<file path="config.mk">
export PLATFORM = sky130hd
export DESIGN_NAME = sql_token_lexer_core_flat
export DESIGN_NICKNAME = d
export VERILOG_FILES = /design/src/design/stl_pkg.sv /design/src/design/stl_in_if.sv /design/src/design/stl_out_if.sv /design/src/design/sql_token_lexer_core.sv /design/src/flat_wrapper.sv
export SDC_FILE = /design/constraint.sdc
export NUM_CORES = 1
export LEC_CHECK = 0
export ABC_CLOCK_PERIOD_IN_PS = 3400
export BUFFER_PORTS_ARGS = -buffer_cell sky130_fd_sc_hd__buf_2
export CORE_ASPECT_RATIO = 1.75
export CORE_MARGIN = 10
export CORE_UTILIZATION = 37
export CTS_BUF_LIST = sky130_fd_sc_hd__clkbuf_2 sky130_fd_sc_hd__clkbuf_4 sky130_fd_sc_hd__clkbuf_8
export DETAILED_ROUTE_END_ITERATION = 16
export MAX_ROUTING_LAYER = met4
export PLACE_DENSITY = 0.55
export SLEW_MARGIN = 20
export SYNTH_ARGS = -nofsm -noshare
export SYNTH_HDL_FRONTEND = slang
export SYNTH_SLANG_ARGS = --single-unit
</file>
<file path="constraint.sdc">
create_clock -name i_clk -period 3.4 [get_ports i_clk]
set_input_delay 0.68 -clock i_clk [delete_from_list [all_inputs] [get_ports i_clk]]
set_output_delay 0.68 -clock i_clk [all_outputs]
set_load 0.005 [all_outputs]
</file>
<file path="src/design/stl_pkg.sv">
// SQL token lexer package: result and mode types, kind and error codes,
// character class functions. No dependencies.
package stl_pkg;

    localparam logic [2:0] KIND_WORD   = 3'd0;
    localparam logic [2:0] KIND_NUMBER = 3'd1;
    localparam logic [2:0] KIND_STRING = 3'd2;
    localparam logic [2:0] KIND_SYMBOL = 3'd3;
    localparam logic [2:0] KIND_END    = 3'd4;

    localparam logic [1:0] ERR_NONE     = 2'd0;
    localparam logic [1:0] ERR_BAD_BYTE = 2'd1;
    localparam logic [1:0] ERR_OPEN_STR = 2'd2;
    localparam logic [1:0] ERR_EMPTY    = 2'd3;

    localparam logic [1:0] MARK_START = 2'd0;
    localparam logic [1:0] MARK_EF    = 2'd1;
    localparam logic [1:0] MARK_EFBB  = 2'd2;
    localparam logic [1:0] MARK_DONE  = 2'd3;

    localparam logic [7:0] CH_MARK0 = 8'hEF;
    localparam logic [7:0] CH_MARK1 = 8'hBB;
    localparam logic [7:0] CH_MARK2 = 8'hBF;
    localparam logic [7:0] CH_UNDER = 8'h5F;
    localparam logic [7:0] CH_MINUS = 8'h2D;
    localparam logic [7:0] CH_QUOTE = 8'h27;
    localparam logic [7:0] CH_LPAR  = 8'h28;
    localparam logic [7:0] CH_RPAR  = 8'h29;
    localparam logic [7:0] CH_COMMA = 8'h2C;
    localparam logic [7:0] CH_STAR  = 8'h2A;
    localparam logic [7:0] CH_EQ    = 8'h3D;
    localparam logic [7:0] CH_SEMI  = 8'h3B;

    typedef enum logic [6:0] {
        MODE_IDLE   = 7'b0000001,
        MODE_WORD   = 7'b0000010,
        MODE_NUMBER = 7'b0000100,
        MODE_MINUS  = 7'b0001000,
        MODE_STRING = 7'b0010000,
        MODE_QUOTE  = 7'b0100000,
        MODE_ERROR  = 7'b1000000
    } t_mode;

    typedef struct packed {
        logic [2:0] kind;
        logic       char_valid;
        logic [7:0] ch;
        logic       done;
        logic [1:0] err;
        logic       last;
    } t_result;

    // outcome of a byte seen between tokens
    typedef struct packed {
        t_mode   mode;
        logic    seen;
        logic    has_res;
        t_result res;
    } t_between;

    function automatic logic is_digit(input logic [7:0] c);
        return (c >= 8'h30) && (c <= 8'h39);
    endfunction

    function automatic logic is_alpha(input logic [7:0] c);
        return ((c >= 8'h41) && (c <= 8'h5A)) || ((c >= 8'h61) && (c <= 8'h7A));
    endfunction

    function automatic logic is_space(input logic [7:0] c);
        return (c == 8'h20) || ((c >= 8'h09) && (c <= 8'h0D));
    endfunction

    function automatic logic is_word_start(input logic [7:0] c);
        return is_alpha(c) || (c == CH_UNDER);
    endfunction

    function automatic logic is_word_char(input logic [7:0] c);
        return is_word_start(c) || is_digit(c);
    endfunction

    function automatic logic is_symbol(input logic [7:0] c);
        return (c == CH_LPAR) || (c == CH_RPAR) || (c == CH_COMMA) ||
               (c == CH_STAR) || (c == CH_EQ) || (c == CH_SEMI);
    endfunction

    function automatic t_result mk_res(input logic [2:0] kind, input logic cv,
                                       input logic [7:0] ch, input logic done,
                                       input logic [1:0] err);
        t_result r;
        r.kind       = kind;
        r.char_valid = cv;
        r.ch         = ch;
        r.done       = done;
        r.err        = err;
        r.last       = 1'b0;
        return r;
    endfunction

    function automatic t_between between_tokens(input logic [7:0] c);
        t_between b;
        b.mode    = MODE_IDLE;
        b.seen    = 1'b0;
        b.has_res = 1'b0;
        b.res     = mk_res(KIND_END, 1'b0, 8'h00, 1'b0, ERR_NONE);
        if (is_space(c)) begin
            b.mode = MODE_IDLE;
        end else if (is_word_start(c)) begin
            b.mode    = MODE_WORD;
            b.seen    = 1'b1;
            b.has_res = 1'b1;
            b.res     = mk_res(KIND_WORD, 1'b1, c, 1'b0, ERR_NONE);
        end else if (is_digit(c)) begin
            b.mode    = MODE_NUMBER;
            b.seen    = 1'b1;
            b.has_res = 1'b1;
            b.res     = mk_res(KIND_NUMBER, 1'b1, c, 1'b0, ERR_NONE);
        end else if (c == CH_MINUS) begin
            b.mode = MODE_MINUS;
        end else if (c == CH_QUOTE) begin
            b.mode = MODE_STRING;
            b.seen = 1'b1;
        end else if (is_symbol(c)) begin
            b.mode    = MODE_IDLE;
            b.seen    = 1'b1;
            b.has_res = 1'b1;
            b.res     = mk_res(KIND_SYMBOL, 1'b1, c, 1'b1, ERR_NONE);
        end else begin
            b.mode    = MODE_ERROR;
            b.has_res = 1'b1;
            b.res     = mk_res(KIND_END, 1'b0, 8'h00, 1'b0, ERR_BAD_BYTE);
        end
        return b;
    endfunction

endpackage

</file>
<file path="src/design/stl_in_if.sv">
// Byte input channel of the SQL token lexer: valid/ready plus byte payload.
// No dependencies.
interface stl_in_if;
    logic       valid;
    logic       ready;
    logic [7:0] text_byte;
    logic       statement_end;

    modport source (output valid, output text_byte, output statement_end, input ready);
    modport sink   (input valid, input text_byte, input statement_end, output ready);
endinterface

</file>
<file path="src/design/stl_out_if.sv">
// Token result channel of the SQL token lexer: valid/ready plus result fields.
// No dependencies.
interface stl_out_if;
    logic       valid;
    logic       ready;
    logic [2:0] token_kind;
    logic       char_valid;
    logic [7:0] token_char;
    logic       token_done;
    logic [1:0] error_code;
    logic       last_result;

    modport source (output valid, output token_kind, output char_valid, output token_char,
                    output token_done, output error_code, output last_result,
                    input ready);
    modport sink   (input valid, input token_kind, input char_valid, input token_char,
                    input token_done, input error_code, input last_result,
                    output ready);
endinterface

</file>
<file path="src/design/sql_token_lexer_core.sv">
// SQL token lexer core: byte register, lexer state machine, two-entry result queue.
// Depends on stl_pkg, stl_in_if, stl_out_if.
//
// Usage: statement bytes enter on i_text, one per transfer; a transfer with
// statement_end set closes the statement and carries no byte. Token characters
// leave on o_token, one result per transfer, tagged by kind; last_result marks
// the final result caused by one input transfer (an input may cause 0, 1 or 2).
// An accepted byte is registered in the byte register, then processed into the
// result queue register, from which its first result is offered.
// Throughput: one input per cycle while the receiver is ready and each input
// causes at most one result; an input causing two results holds the queue
// for two output transfers. The lexer state advances only when the result queue
// will be empty after the current cycle, so a stalled receiver backs up into the
// byte register and then drops i_text.ready; nothing is lost. Reset (synchronous,
// active low) empties both registers and returns the lexer to the start of a
// statement; every end marker does the same to the lexer state.
module sql_token_lexer_core
    import stl_pkg::*;
(
    input  logic       i_clk,
    input  logic       i_rst_n,
    stl_in_if.sink     i_text,
    stl_out_if.source  o_token
);

    logic       r_in_valid;
    logic [7:0] r_byte;
    logic       r_end;

    t_mode      r_mode, n_mode;
    logic [1:0] r_mark, n_mark;
    logic       r_seen, n_seen;

    t_result    r_res0, r_res1, n_res0, n_res1;
    logic [1:0] r_cnt, n_cnt;

    logic in_fire, out_fire, room, proc_fire;

    assign out_fire  = o_token.valid && o_token.ready;
    assign room      = (r_cnt == 2'd0) || ((r_cnt == 2'd1) && o_token.ready);
    assign proc_fire = r_in_valid && room;
    assign i_text.ready = !r_in_valid || proc_fire;
    assign in_fire   = i_text.valid && i_text.ready;

    always_ff @(posedge i_clk) begin
        if (!i_rst_n) begin
            r_in_valid <= 1'b0;
        end else if (in_fire) begin
            r_in_valid <= 1'b1;
        end else if (proc_fire) begin
            r_in_valid <= 1'b0;
        end
        if (in_fire) begin
            r_byte <= i_text.text_byte;
            r_end  <= i_text.statement_end;
        end
    end

    // lexer step
    always_comb begin
        t_result  res [2];
        t_between b;
        logic     k;
        logic     go;
        logic     failed;
        logic [1:0] cnt;

        n_mode = r_mode;
        n_mark = r_mark;
        n_seen = r_seen;
        res[0] = mk_res(KIND_END, 1'b0, 8'h00, 1'b0, ERR_NONE);
        res[1] = res[0];
        k      = 1'b0;
        go     = 1'b1;
        failed = 1'b0;
        cnt    = 2'd0;
        b      = between_tokens(r_byte);

        if (r_end) begin
            if (r_mode != MODE_ERROR) begin
                if ((r_mark == MARK_EF) || (r_mark == MARK_EFBB)) begin
                    res[0] = mk_res(KIND_END, 1'b0, 8'h00, 1'b0, ERR_BAD_BYTE);
                    failed = 1'b1;
                    cnt    = 2'd1;
                end else begin
                    unique case (r_mode)
                        MODE_WORD: begin
                            res[0] = mk_res(KIND_WORD, 1'b0, 8'h00, 1'b1, ERR_NONE);
                            k      = 1'b1;
                        end
                        MODE_NUMBER: begin
                            res[0] = mk_res(KIND_NUMBER, 1'b0, 8'h00, 1'b1, ERR_NONE);
                            k      = 1'b1;
                        end
                        MODE_QUOTE: begin
                            res[0] = mk_res(KIND_STRING, 1'b0, 8'h00, 1'b1, ERR_NONE);
                            k      = 1'b1;
                        end
                        MODE_STRING: begin
                            res[0] = mk_res(KIND_END, 1'b0, 8'h00, 1'b0, ERR_OPEN_STR);
                            failed = 1'b1;
                            cnt    = 2'd1;
                        end
                        MODE_MINUS: begin
                            res[0] = mk_res(KIND_END, 1'b0, 8'h00, 1'b0, ERR_BAD_BYTE);
                            failed = 1'b1;
                            cnt    = 2'd1;
                        end
                        default: ;
                    endcase
                    if (!failed) begin
                        if (!r_seen) begin
                            res[k] = mk_res(KIND_END, 1'b0, 8'h00, 1'b0, ERR_EMPTY);
                        end else begin
                            res[k] = mk_res(KIND_END, 1'b0, 8'h00, 1'b1, ERR_NONE);
                        end
                        cnt = k ? 2'd2 : 2'd1;
                    end
                end
            end
            n_mode = MODE_IDLE;
            n_mark = MARK_START;
            n_seen = 1'b0;
        end else if (r_mode != MODE_ERROR) begin
            // leading byte order mark
            unique case (r_mark)
                MARK_START: begin
                    if (r_byte == CH_MARK0) begin
                        n_mark = MARK_EF;
                        go     = 1'b0;
                    end else begin
                        n_mark = MARK_DONE;
                    end
                end
                MARK_EF: begin
                    go = 1'b0;
                    if (r_byte == CH_MARK1) begin
                        n_mark = MARK_EFBB;
                    end else begin
                        n_mark = MARK_DONE;
                        failed = 1'b1;
                    end
                end
                MARK_EFBB: begin
                    go     = 1'b0;
                    n_mark = MARK_DONE;
                    failed = (r_byte != CH_MARK2);
                end
                default: ;
            endcase

            if (go) begin
                unique case (r_mode)
                    MODE_WORD: begin
                        if (is_word_char(r_byte)) begin
                            res[0] = mk_res(KIND_WORD, 1'b1, r_byte, 1'b0, ERR_NONE);
                            cnt    = 2'd1;
                        end else begin
                            res[0] = mk_res(KIND_WORD, 1'b0, 8'h00, 1'b1, ERR_NONE);
                            cnt    = 2'd1;
                            k      = 1'b1;
                        end
                    end
                    MODE_NUMBER: begin
                        if (is_digit(r_byte)) begin
                            res[0] = mk_res(KIND_NUMBER, 1'b1, r_byte, 1'b0, ERR_NONE);
                            cnt    = 2'd1;
                        end else begin
                            res[0] = mk_res(KIND_NUMBER, 1'b0, 8'h00, 1'b1, ERR_NONE);
                            cnt    = 2'd1;
                            k      = 1'b1;
                        end
                    end
                    MODE_MINUS: begin
                        if (!is_digit(r_byte)) begin
                            failed = 1'b1;
                        end else begin
                            n_seen = 1'b1;
                            n_mode = MODE_NUMBER;
                            res[0] = mk_res(KIND_NUMBER, 1'b1, CH_MINUS, 1'b0, ERR_NONE);
                            res[1] = mk_res(KIND_NUMBER, 1'b1, r_byte, 1'b0, ERR_NONE);
                            cnt    = 2'd2;
                        end
                    end
                    MODE_STRING: begin
                        if (r_byte == CH_QUOTE) begin
                            n_mode = MODE_QUOTE;
                        end else begin
                            res[0] = mk_res(KIND_STRING, 1'b1, r_byte, 1'b0, ERR_NONE);
                            cnt    = 2'd1;
                        end
                    end
                    MODE_QUOTE: begin
                        if (r_byte == CH_QUOTE) begin
                            n_mode = MODE_STRING;
                            res[0] = mk_res(KIND_STRING, 1'b1, r_byte, 1'b0, ERR_NONE);
                            cnt    = 2'd1;
                        end else begin
                            res[0] = mk_res(KIND_STRING, 1'b0, 8'h00, 1'b1, ERR_NONE);
                            cnt    = 2'd1;
                            k      = 1'b1;
                        end
                    end
                    MODE_IDLE: begin
                        k = 1'b0;
                    end
                    default: ;
                endcase

                // terminating byte handled as between tokens
                if ((r_mode == MODE_IDLE) || k) begin
                    n_mode = b.mode;
                    if (b.seen) begin
                        n_seen = 1'b1;
                    end
                    if (b.has_res) begin
                        res[k] = b.res;
                        cnt    = k ? 2'd2 : 2'd1;
                    end
                end
            end

            if (failed) begin
                n_mode = MODE_ERROR;
                res[0] = mk_res(KIND_END, 1'b0, 8'h00, 1'b0, ERR_BAD_BYTE);
                cnt    = 2'd1;
            end
        end

        if (cnt == 2'd2) begin
            res[1].last = 1'b1;
        end else if (cnt == 2'd1) begin
            res[0].last = 1'b1;
        end

        // result queue
        n_res0 = r_res0;
        n_res1 = r_res1;
        n_cnt  = r_cnt;
        if (proc_fire) begin
            n_res0 = res[0];
            n_res1 = res[1];
            n_cnt  = cnt;
        end else if (out_fire) begin
            n_res0 = r_res1;
            n_cnt  = r_cnt - 2'd1;
        end
    end

    always_ff @(posedge i_clk) begin
        if (!i_rst_n) begin
            r_mode <= MODE_IDLE;
            r_mark <= MARK_START;
            r_seen <= 1'b0;
            r_cnt  <= 2'd0;
        end else begin
            if (proc_fire) begin
                r_mode <= n_mode;
                r_mark <= n_mark;
                r_seen <= n_seen;
            end
            r_cnt <= n_cnt;
        end
        r_res0 <= n_res0;
        r_res1 <= n_res1;
    end

    assign o_token.valid       = (r_cnt != 2'd0);
    assign o_token.token_kind  = r_res0.kind;
    assign o_token.char_valid  = r_res0.char_valid;
    assign o_token.token_char  = r_res0.ch;
    assign o_token.token_done  = r_res0.done;
    assign o_token.error_code  = r_res0.err;
    assign o_token.last_result = r_res0.last;

    a_cnt_range: assert property (@(posedge i_clk) disable iff (!i_rst_n)
        r_cnt != 2'd3)
        else $error("result queue count out of range");

    a_end_resets: assert property (@(posedge i_clk) disable iff (!i_rst_n)
        proc_fire && r_end |=> (r_mode == MODE_IDLE) && (r_mark == MARK_START) && !r_seen)
        else $error("end marker did not return lexer to start");

    a_pair_last: assert property (@(posedge i_clk) disable iff (!i_rst_n)
        r_cnt == 2'd2 |-> !r_res0.last && r_res1.last)
        else $error("queued result pair has wrong last flags");

    a_error_silent: assert property (@(posedge i_clk) disable iff (!i_rst_n)
        proc_fire && !r_end && (r_mode == MODE_ERROR) |=> r_cnt == 2'd0)
        else $error("byte after error produced a result");

endmodule

</file>
<file path="src/flat_wrapper.sv">
// flat-port wrapper written by rule: the top's interface ports become plain ports
module sql_token_lexer_core_flat import stl_pkg::*;
  (i_clk, i_rst_n, i_text_valid, i_text_text_byte, i_text_statement_end, i_text_ready, o_token_valid, o_token_token_kind, o_token_char_valid, o_token_token_char, o_token_token_done, o_token_error_code, o_token_last_result, o_token_ready);
  stl_in_if i_text_i ();
  stl_out_if o_token_i ();
  input  logic i_clk;
  input  logic i_rst_n;
  input wire logic [$bits(i_text_i.valid)-1:0] i_text_valid;
  input wire logic [$bits(i_text_i.text_byte)-1:0] i_text_text_byte;
  input wire logic [$bits(i_text_i.statement_end)-1:0] i_text_statement_end;
  output wire logic [$bits(i_text_i.ready)-1:0] i_text_ready;
  output wire logic [$bits(o_token_i.valid)-1:0] o_token_valid;
  output wire logic [$bits(o_token_i.token_kind)-1:0] o_token_token_kind;
  output wire logic [$bits(o_token_i.char_valid)-1:0] o_token_char_valid;
  output wire logic [$bits(o_token_i.token_char)-1:0] o_token_token_char;
  output wire logic [$bits(o_token_i.token_done)-1:0] o_token_token_done;
  output wire logic [$bits(o_token_i.error_code)-1:0] o_token_error_code;
  output wire logic [$bits(o_token_i.last_result)-1:0] o_token_last_result;
  input wire logic [$bits(o_token_i.ready)-1:0] o_token_ready;
  assign i_text_i.valid = i_text_valid;
  assign i_text_i.text_byte = i_text_text_byte;
  assign i_text_i.statement_end = i_text_statement_end;
  assign i_text_ready = i_text_i.ready;
  assign o_token_valid = o_token_i.valid;
  assign o_token_token_kind = o_token_i.token_kind;
  assign o_token_char_valid = o_token_i.char_valid;
  assign o_token_token_char = o_token_i.token_char;
  assign o_token_token_done = o_token_i.token_done;
  assign o_token_error_code = o_token_i.error_code;
  assign o_token_last_result = o_token_i.last_result;
  assign o_token_i.ready = o_token_ready;
  sql_token_lexer_core u_core (.i_clk(i_clk), .i_rst_n(i_rst_n), .i_text(i_text_i), .o_token(o_token_i));
endmodule
</file>
# [Yosys cells after proc, flatten, opt, wreduce, memory -nomap -nowiden]
# Cells that the tools add are included.
# W data, S select, Z words.
[word_totals] wordCells=222 out_inout_bits=18 inputBits=13 ff_bits=54
[op_classes] muxes=114 n_eq_ne=28 magnitude_cmp=12 reduce_logical=40 addsub=1 n_bitwise=8
[op_table] operator="$mux W16" count=19
[op_table] operator="$mux W32" count=9
[op_table] operator="$pmux W16 S5" count=2
[op_table] operator="$mux W7" count=11
[op_table] operator="$eq A8 B6 Y1 const B" count=9
[op_table] operator="$mux W25" count=2
[op_table] operator="$mux W13" count=3
[op_table] operator="$mux W1" count=38
[op_table] operator="$mux W18" count=2
[op_table] operator="$mux W2" count=17
[op_table] operator="$bwmux W32" count=1
[op_table] operator="$demux W16 S1" count=2
[op_table] operator="$and A28 B28 Y28" count=1
[op_table] operator="$not A28 Y28" count=1
[op_table] operator="$and A26 B26 Y26" count=1
[op_table] operator="$not A26 Y26" count=1
[op_table] operator="$pmux W7 S3" count=1
[op_table] operator="$mux W17" count=1
[op_table] operator="$eq A8 B8 Y1 const B" count=2
[op_table] operator="$ge A8 B7 Y1 const B" count=2
[op_table] operator="$le A8 B7 Y1 const B" count=2
[op_table] operator="$ne A5 B1 Y1 const B" count=3
[op_table] operator="$logic_or A1 B1 Y1" count=13
[op_table] operator="$pmux W2 S3" count=2
[op_table] operator="other kinds (35)" count=58

# [Logic depth before layout (Yosys ltp)]
# Gate-level depths: netlist of the first run.
[logic_depth] depth_word=25 ltp_mapped=12

# [Worst setup path before layout of the first run]
# Ideal clock, no wire load.
[synth_path] path_type="input to register" start="in o_token_ready" end="reg u_core.r_mark[0]" setup_time_ns=0.070 required_time_ns=3.330 arrival_time_ns=2.585 setup_slack_ns=0.745 stages=8 path_buffers=2 path_cell_list="a21oi_1 nand2b_1 clkbuf_1 inv_1 clkbuf_1 o21ai_0 a311o_1 a21oi_1"
[synth_between] elab_chain_cells=4
[synth_lines] item="start, declared" line_no="flat_wrapper.sv:19" rtl="input wire logic [$bits(o_token_i.ready)-1:0] o_token_ready;"
[synth_lines] item="$logic_and A1 B1 Y1" line_no="sql_token_lexer_core.sv:40" rtl="assign room = (r_cnt == 2'd0) || ((r_cnt == 2'd1) && o_token.ready);"
[synth_lines] item="$logic_or A1 B1 Y1" line_no="sql_token_lexer_core.sv:40"
[synth_lines] item="$logic_and A1 B1 Y1" line_no="sql_token_lexer_core.sv:41" rtl="assign proc_fire = r_in_valid && room;"
[synth_lines] item="net u_core.proc_fire" line_no="sql_token_lexer_core.sv:37" rtl="logic in_fire, out_fire, room, proc_fire;"
[synth_lines] item="$reduce_and A3 Y1 (no line)"
[synth_lines] item="end signal, assigned" line_no="sql_token_lexer_core.sv:259" rtl="r_mark <= n_mark;"
[synth_lines] item="end, declared" line_no="sql_token_lexer_core.sv:31" rtl="logic [1:0] r_mark, n_mark;"
# The timed path passes the listed nets, and every way through them passes these cells.
# A chain may end at the register's enable or synchronous reset.

==> impl_metrics.csv, run 1 <==
group,metric,value,unit
sta,setup_violations,0,
cells_and_area,drive_above_1_share,17.63,%
sta,final.setup.tns,0,ps
global_route,grt_overflow,0,
logic_synthesis,synth_flop_cell,"edfxtp_1",
clock_tree,post_cts_resized,0,
routing,drt_iter0_markers,247,
clock_tree,cts-root-buf,"clkbuf_8",
placed_design,portBuffers,30,
routing,drc,0,
logic_synthesis,async_flop_share,0,%
setup_path,crit_path_start_kind,"flip-flop",
logic_synthesis,synth_top_family_by_area,"simple AND/OR/NAND/NOR gates",
sta,hold_viol_final,0,
clock_tree,cts_tree,"built",
cells_and_area,nFillCells,871,
global_route,grt_pass1_vias,2681,
global_route,antenna_found_initial,0,
clock_tree,clk_latency,320,ps
setup_path,crit_required,3590,ps
sta,drv_slew,0,
logic_synthesis,synth_edf_count,41,
logic_synthesis,syn-num-nets,348,
routing,postRouteAntennaNets,0,
sta,finClkSkew,6.852,ps
placed_design,place_inst,471,
cells_and_area,final_cells,478,
setup_path,critical_path_class,"reg -> reg",
global_route,grt_pass1_wl,13.70,mm
sta,relSlewSlack,56.64,%
worst_hold_path,hp-class,"reg -> reg",
pwr,power,1.662,mW
routing,wirelength,8.529,mm
sta,period_needed,2910,ps
cells_and_area,syn2layout_area_growth,12.53,%
global_route,grt_max_degree,26,
routing,wire_per_inst,17.84,um
pwr,leakage,1.352,nW
flow_run,cap_violations,0,
logic_synthesis,synth_cell_types,63,
routing,via_count,2698,
logic_synthesis,syn_inst,330,
cells_and_area,layout_commonest_cell,"edfxtp_1",
logic_synthesis,synth-compound-area-share,21.92,%
logic_synthesis,synth.area.mux_share,0.9819,%
logic_synthesis,synth_seq_area_share,46.82,%
sta,hold_ws,496.8,ps
logic_synthesis,synth_simple_gate_area_share,23.76,%
logic_synthesis,ys_warn_count,0,
sta,timing.fmax,0.3436,GHz
pwr,max-vdd-ir-drop,168.0,uV
clock_tree,holdBufCountCts,0,
clock_tree,clock_path_buffers,2,
cells_and_area,diodes,0,
placed_design,dpl.hpwl,6.549,mm
cells_and_area,fin_util,42.84,%
logic_synthesis,synth_xor_area_share,0.2749,%
sta,worst_slew_pin_slew,647.4,ps
setup_path,cp_max_fo,18,
floorplanning,core,0.008368,mm2
floorplanning,pin_count,31,
setup_path,arrival,3100,ps
sta,grt_setup_unrepaired,"no",
routing,dr.pass1.iters,4,
floorplanning,fp.dieH,142.7,um
pwr,power_density,463.8,mW/mm2
logic_synthesis,synth_area,0.003186,mm2
clock_tree,numCtsBuffers,5,
logic_synthesis,syn_area_per_cell,9.653,um2
floorplanning,die_w,90.14,um
status,outcome,"finished, final reports clean",
cells_and_area,layout.nets,381,
setup_path,end_kind,"flip-flop",
sta,min_period_over_period,85.60,%
cells_and_area,layout.cells.most_common_list,"edfxtp_1, nand2_1, buf_2",
clock_tree,cts_setup_buffers,0,
floorplanning,rows,44,
routing,drt-vias-per-instance,5.644,
clock_tree,cts_sinks,54,
floorplanning,start_util,38.07,%
logic_synthesis,synthAdderAreaFrac,1.964,%
clock_tree,h-tree-depth,2,
floorplanning,dieArea,0.01287,mm2
logic_synthesis,synth-seq-cells,54,
clock_tree,clk_pin_slew_worst_paths,90,ps
placed_design,gp_congestion,0.9063,
global_route,gr-usage-all-layers,13.59,%
-- metrics by stage --
| stage | setup slack [ps] | instance area, um2 |
|---|---|---|
| 2_1_floorplan | 744.5 | 3186 |
| 4_1_cts | 510.8 | 3585 |
| 6_report | 489.6 | 3585 |
| 3_3_place_gp | 508.1 | 3482 |
| 5_1_grt | 272.2 | 3585 |
| 3_5_place_dp | 518.0 | 3482 |
-- registers in the layout, summed over array words and instances (netlist names) --
register                    cells
u_core.r_mark                   2
u_core.r_seen                   1
u_core.o_token.token_kind       3
u_core.r_end                    1
u_core.o_token.token_done       1
u_core.o_token.token_char       8
u_core.r_res1                  16
u_core.r_cnt                    2
u_core.o_token.last_result      1
u_core.r_byte                   8
u_core.o_token.error_code       2
u_core.r_mode                   7
u_core.o_token.char_valid       1
u_core.r_in_valid               1
-- per-layer routing --
layer / GRT usage [%] / vias up / routed length (um) / share of wire, %
met2: 24.88 / 83 / 4630 / 54
li1: - / 1311 / - / -
met3: 2.520 / 31 / 385 / 4.5
met5: - / - / 0 / 0
met4: 7.828 / 0 / 357 / 4.2
met1: 13.12 / 1273 / 3155 / 37
-- power by group --
part / internal [mW] / switching, mW / leakage, nW
Clock: 0.213 / 0.211 / 0.0517
Sequential: 0.805 / 0.0480 / 0.492
Combinational: 0.150 / 0.235 / 0.808
Total: 1.17 / 0.494 / 1.35
-- logic make-up (layout without fill, tap and decap cells) --
kind of cell    Yosys count  in the layout
simple gates            133            133
fa+ha+maj                 5              5
compound gates          103            103
xor+xnor                  1              1
mux                       3              3
other cells               1              1
buf+inv                  30             63
flops                    54             54
-- worst paths after layout --
kind / startpoint / to / slack [ps] / cells past startpoint
min reg2reg: u_core.r_mark[0] / u_core.r_mark[0] / 500 / 2
max: u_core.r_byte[3] / u_core.o_token.token_char[7] / 490 / 8
max reg2reg: u_core.r_byte[3] / u_core.o_token.token_char[7] / 490 / 8
min: u_core.r_mark[0] / u_core.r_mark[0] / 500 / 2
-- final cells by class --
class | count | area [um2] | share of cell area (%)
clock inverter | 2 | 33.78 | 0.9424
inverter | 16 | 60.06 | 1.675
timing repair buffer | 40 | 225.2 | 6.283
clock buffer | 5 | 68.82 | 1.920
multi-input combinational | 246 | 1562 | 43.56
sequential | 54 | 1491 | 41.61
tap | 115 | 143.9 | 4.014
-- Yosys cell counts (all sizes together) (5+ instances only) --
cell    count  share of area, %
and2        7               1.4
o31ai       5               1.2
nand2      34               4.2
edfxtp     41                39
inv        16               1.9
a21oi      21               3.3
a211o       5               1.4
dfxtp      13               8.2
or3         5               1.1
nor3       10               1.6
o21ai      28               4.4
nand4b      6               1.6
a31oi       7               1.6
clkbuf      8              0.94
o22ai       6               1.2
nor2       24               2.9
buf         6               1.3
o211ai      5               1.2
ha          5               2.0
nand3      17               3.1
-- critical path, cell delays in order (launching register included) --
cell and delay (ps):
edfxtp_1 640, and4b_1 370, a31oi_2 480, nand3b_2 350, nor3_1 220, buf_4 190, nand2_1 120, nor2b_1 250
a22o_1 160
Note: power is estimated with default switching activity, not from simulation.
==> run 2, diff against run 1 <==
- CORE_UTILIZATION: 37 -> 35
- PLACE_DENSITY: 0.55 -> 0.53
==> run 2 against run 1 <==
Routed wire length rose by 0.68%; flip-flop and latch count unchanged; total power decreased by 2.7%; sequential share of layout area grew 0.058 points; die area is 4.7% higher; critical path type unchanged.
==> impl_metrics.csv, run 2 (synthesis results as in run 1) <==
group,metric,value,unit
status,outcome,"finished, final reports clean",
sta,relSlewSlack,56.70,%
setup_path,ff2ff_path_depth,8,
sta,setup_violations,0,
pwr,power_density,451.9,mW/mm2
cells_and_area,largest-register,"u_core.r_res1",
floorplanning,die_w,92.12,um
clock_tree,clk_pin_slew_worst_paths,90,ps
pwr,max-vdd-ir-drop,162.9,uV
routing,drt-vias-per-instance,5.370,
worst_hold_path,hp-class,"reg -> reg",
cells_and_area,diodes,0,
placed_design,gp_congestion,0.9182,
clock_tree,cts_sinks,54,
clock_tree,numCtsBuffers,5,
placed_design,dpl.hpwl,6.651,mm
sta,period_needed,2862,ps
cells_and_area,syn2layout_area_growth,12.37,%
floorplanning,dieArea,0.01347,mm2
cells_and_area,layout.cells.most_common_list,"edfxtp_1, nand2_1, buf_2",
worst_hold_path,min_path_cells,2,
cells_and_area,layout.nets,381,
setup_path,crit_start,"u_core.r_byte[3]",
global_route,grt_pass1_wl,14.17,mm
sta,grt_setup_unrepaired,"no",
clock_tree,cts_tree,"built",
sta,min_period_over_period,84.18,%
cells_and_area,drive_above_1_share,18.13,%
clock_tree,clock_path_buffers,2,
routing,wirelength,8.587,mm
cells_and_area,layout_commonest_cell,"edfxtp_1",
worst_hold_path,hp-start,"u_core.r_mark[0]",
clock_tree,h-tree-depth,2,
clock_tree,post_cts_resized,0,
cells_and_area,fin_util,39.87,%
setup_path,crit_required,3590,ps
routing,via_count,2599,
global_route,antenna_found_initial,0,
global_route,grt_max_degree,26,
setup_path,r2r_end,"u_core.o_token.token_char[7]",
routing,postRouteAntennaNets,0,
setup_path,r2r_setup_slack,540,ps
sta,timing.fmax,0.3494,GHz
routing,drt_iter0_markers,247,
floorplanning,start_util,35.48,%
cells_and_area,nFillCells,946,
routing,drc,0,
setup_path,arrival,3060,ps
setup_path,crit_path_start_kind,"flip-flop",
setup_path,cp_max_fo,18,
global_route,grt_overflow,0,
floorplanning,pin_count,31,
floorplanning,fp.dieH,146.2,um
setup_path,r2r_start,"u_core.r_byte[3]",
routing,wire_per_inst,17.74,um
pwr,leakage,1.346,nW
setup_path,slowest_stage,"edfxtp_1",
floorplanning,rows,46,
setup_path,critical_path_class,"reg -> reg",
sta,hold_viol_final,0,
setup_path,worstPathCellList,"and4b_1, a31oi_2, nand3b_2, nor3_1, buf_4, nand2_1, nor2b_1, a22o_1",
global_route,grt_pass1_vias,2690,
clock_tree,holdBufCountCts,0,
setup_path,end_kind,"flip-flop",
flow_run,cap_violations,0,
sta,hold_ws,506.0,ps
placed_design,portBuffers,30,
sta,final.setup.tns,0,ps
worst_hold_path,hold_end,"u_core.r_mark[0]",
sta,finClkSkew,11.50,ps
clock_tree,cts_setup_buffers,0,
global_route,gr-usage-all-layers,13.53,%
clock_tree,cts-root-buf,"clkbuf_8",
setup_path,max_stage_delay,640,ps
sta,worst_slew_pin_slew,646.5,ps
cells_and_area,largest_reg_flops,16,
clock_tree,clk_latency,330,ps
sta,drv_slew,0,
floorplanning,core,0.008979,mm2
routing,dr.pass1.iters,7,
[run 2: cell count changes in the layout (fill, tap and decap cells not counted), sizes merged]
cell | previous run | this run
clkinv | 1 | 0
clkbuf | 5 | 7
bufinv | 1 | 0
clkinvlp | 0 | 1
[run 2: layout make-up]
class	instances	area [um2]	share of cell area [%]
flip-flops and latches	54	1491	41.66
repair buffers	40	225.2	6.292
multi-input cells	246	1562	43.62
well taps	120	150.1	4.194
inverters	16	60.06	1.678
clock buffers	7	83.83	2.342
clock inverters	1	7.507	0.2097
[run 2: report_power, final]
group	switching [mW]	internal (mW)
Clock	0.219	0.162
Sequential	0.0478	0.805
Combinational	0.234	0.150
[run 2: per-stage QoR]
stage	worst slack, ps	cells	cell area (um2)	power (mW)
after floorplan	744.5	330	3186	1.121
after CTS	523.3	484	3580	1.636
after detailed placement	553.4	476	3488	1.257
final	537.9	484	3580	1.618
after global placement	535.3	476	3488	1.253
after global routing	146.3	484	3580	1.720
[run 2: how the worst max path moves through the flow]
stage | end | slack [ps] | depth (start not counted)
after CTS | u_core.r_mode[0] | 520 | 7
after global routing | u_core.r_mode[0] | 150 | 7
final | u_core.o_token.token_char[7] | 540 | 8
after detailed placement | u_core.r_mode[0] | 550 | 7
after floorplan | u_core.r_mark[0] | 740 | 8
after global placement | u_core.r_mode[0] | 540 | 7
[run 2: metal layers]
layer / GRT usage [%] / vias up / routed length (um)
met4: 7.984 / 0 / 439
met5: - / - / 0
li1: - / 1316 / -
met3: 2.207 / 31 / 327
met1: 13.68 / 1184 / 3247
met2: 23.72 / 68 / 4572
[run 2: critical path: cells and delay by family, from the launching register on]
family / cells / cell delay, ps
buffers and inverters: 1 / 190
AND/OR/NAND/NOR: 5 / 1260
flip-flops: 1 / 640
AO/OA/AOI/OAI: 2 / 620
==> run 3, diff against run 2 <==
- ABC_CLOCK_PERIOD_IN_PS: 3400 -> 2300
- PLACE_DENSITY: 0.53 -> 0.55
- clock period: 3.4 -> 2.3 ns (I/O delays scaled with it)
==> run 3 against run 2 <==
The flow now finishes with violations (negative setup slack); total power grew 68%; flip-flop and latch count is the same; setup slack worse by 680 ps; combinational power rose by 140%; non-clock buffer count increased by 99; cell count grew 20%; register-to-register slack got worse by 680 ps; sequential share of layout area shrank 10 points; critical path type unchanged; critical endpoint is now u_core.o_token.token_char[4].
==> impl_metrics.csv, run 3 (synthesis results as in run 1) <==
group,metric,value,unit
pwr,p_sw_share,32.50,%
status,violations,"negative setup slack",
pwr,switchingPower,885.7,uW
floorplanning,rows,46,
clock_tree,h-tree-depth,2,
setup_path,crit_path_start_kind,"flip-flop",
placed_design,dpl.hpwl,7.995,mm
routing,postRouteAntennaNets,0,
sta,hold_ws,301.0,ps
clock_tree,clock_path_buffers,2,
clock_tree,cts-root-buf,"clkbuf_8",
sta,drv_slew,0,
clock_tree,clk_latency,320,ps
worst_hold_path,hp-class,"in -> reg",
global_route,gr-usage-all-layers,15.90,%
clock_tree,clk_pin_slew_worst_paths,100,ps
pwr,max-vdd-ir-drop,355.5,uV
placed_design,portBuffers,30,
clock_tree,cts_sinks,54,
status,outcome,"finished, violations left",
setup_path,crit_buf_inv,3,
placed_design,pre_cts_ws,-283.6,ps
sta,worst_slew_pin_slew,524.2,ps
sta,timing.fmax,0.4099,GHz
setup_path,r2r_start,"u_core.r_byte[1]",
cells_and_area,diodes,0,
global_route,grt_pass1_vias,3257,
setup_path,slowest_stage,"edfxtp_1",
worst_hold_path,hp-start,"i_text_text_byte[1]",
floorplanning,start_util,35.48,%
global_route,grt_overflow,0,
floorplanning,dieArea,0.01347,mm2
cells_and_area,layout.cells.most_common_list,"buf_4, edfxtp_1, buf_2",
floorplanning,pin_count,31,
routing,via_count,3147,
sta,fin_ws,-139.9,ps
setup_path,end_kind,"flip-flop",
pwr,power,2.725,mW
global_route,grt_pass1_wl,16.62,mm
cells_and_area,fin_util,52.75,%
sta,final.setup.tns,-2413,ps
routing,wirelength,10.50,mm
floorplanning,core,0.008979,mm2
sta,hold_viol_final,0,
clock_tree,numCtsBuffers,5,
sta,period_needed,2440,ps
setup_path,crit_required,2390,ps
cells_and_area,layout_commonest_cell,"buf_4",
setup_path,critical_path_class,"reg -> reg",
flow_run,cap_violations,0,
sta,setup_violations,27,
routing,wire_per_inst,18.01,um
cells_and_area,layout.nets,480,
sta,relSlewSlack,65.06,%
sta,finClkSkew,8.749,ps
global_route,grt_max_degree,26,
floorplanning,fp.dieH,146.2,um
setup_path,arrival,2530,ps
floorplanning,die_w,92.12,um
routing,drc,0,
global_route,antenna_found_initial,0,
cells_and_area,largest-register,"u_core.r_res1",
routing,drt_iter0_markers,126,
cells_and_area,drive_above_1_share,48.16,%
setup_path,worstPathCellList,"buf_6, buf_6, or3_4, a211oi_4, buf_4, a211oi_4, a211oi_2, o21ai_1, nor2b_4, a22o_1",
cells_and_area,largest_reg_flops,16,
setup_path,cp_max_fo,5,
setup_path,max_stage_delay,450,ps
clock_tree,cts_tree,"built",
worst_hold_path,min_path_cells,1,
pwr,power.share.clock,20.4,%
pwr,leakage,1.923,nW
cells_and_area,syn2layout_area_growth,48.66,%
pwr,combPwrFrac,34.3,%
setup_path,critPathTopFamily,"compound AO/OA/AOI/OAI gates",
routing,dr.pass1.iters,4,
setup_path,r2r_end,"u_core.o_token.token_char[4]",
pwr,cell_internal_pwr,1.839,mW
routing,drt-vias-per-instance,5.398,
worst_hold_path,hold_end,"u_core.r_byte[1]",
clock_tree,holdBufCountCts,0,
pwr,power_density,575.4,mW/mm2
placed_design,gp_congestion,0.9947,
setup_path,ff2ff_path_depth,10,
sta,min_period_over_period,106.1,%
cells_and_area,nFillCells,855,
sta,grt_setup_unrepaired,"yes",
setup_path,r2r_setup_slack,-140,ps
pwr,pwr-share-seq,45.3,%
==> run 3: cell count changes in the layout (fill, tap and decap cells not counted), sizes merged <==
| cell | delta |
|---|---|
| clkinv | +1 |
| inv | +1 |
| clkbuf | -2 |
| buf | +99 |
==> run 3: timing repair <==
item                                    CTS  global route
setup buffers                            21             7
endpoints found under the setup margin   28            39
pin swaps                                21            29
resized for setup                        51            48
gates cloned                              0             0
==> run 3: per-stage QoR <==
| stage | cells | cell area (um2) |
|---|---|---|
| floorplan | 330 | 3204 |
| global placement | 548 | 4046 |
| detailed placement | 548 | 4046 |
| CTS | 576 | 4489 |
| global route | 583 | 4736 |
| finish | 583 | 4736 |
==> run 3: final cells by class <==
cell class / count / area [um2] / share of cell area, %
flip-flops and latches: 54 / 1494 / 31.55
well taps: 120 / 150.1 / 3.170
multi-input cells: 246 / 1921 / 40.55
inverters: 16 / 60.06 / 1.268
clock inverters: 3 / 20.02 / 0.4227
repair buffers: 139 / 1022 / 21.59
clock buffers: 5 / 68.82 / 1.453
==> run 3: how the worst max path moves through the flow <==
stage / startpoint / endpoint / slack (ps) / depth (start not counted)
6_report: u_core.r_byte[1] / u_core.o_token.token_char[4] / -140 / 10
5_1_grt: u_core.r_byte[0] / u_core.r_cnt[0] / -240 / 11
4_1_cts: u_core.r_byte[6] / u_core.r_mode[3] / -110 / 9
2_1_floorplan: u_core.r_mark[0] / u_core.o_token.last_result / -20 / 9
3_3_place_gp: u_core.r_byte[0] / u_core.r_mode[3] / -310 / 7
3_5_place_dp: u_core.r_byte[2] / u_core.r_mode[3] / -280 / 7
==> run 3: power by group through the flow <==
stage	clock network, mW	registers [mW]	logic (mW)
floorplan	0	1.26	0.403
global placement	0	1.26	0.725
detailed placement	0	1.26	0.732
CTS	0.567	1.24	0.848
global route	0.609	1.25	1.02
finish	0.555	1.24	0.935
==> run 3: per-layer routing <==
layer	share of wire [%]	track usage, %	vias up
met1	34	14.74	1528
li1	-	-	1508
met5	0	-	-
met4	4.8	9.767	0
met3	3.9	2.669	28
met2	57	29.18	83
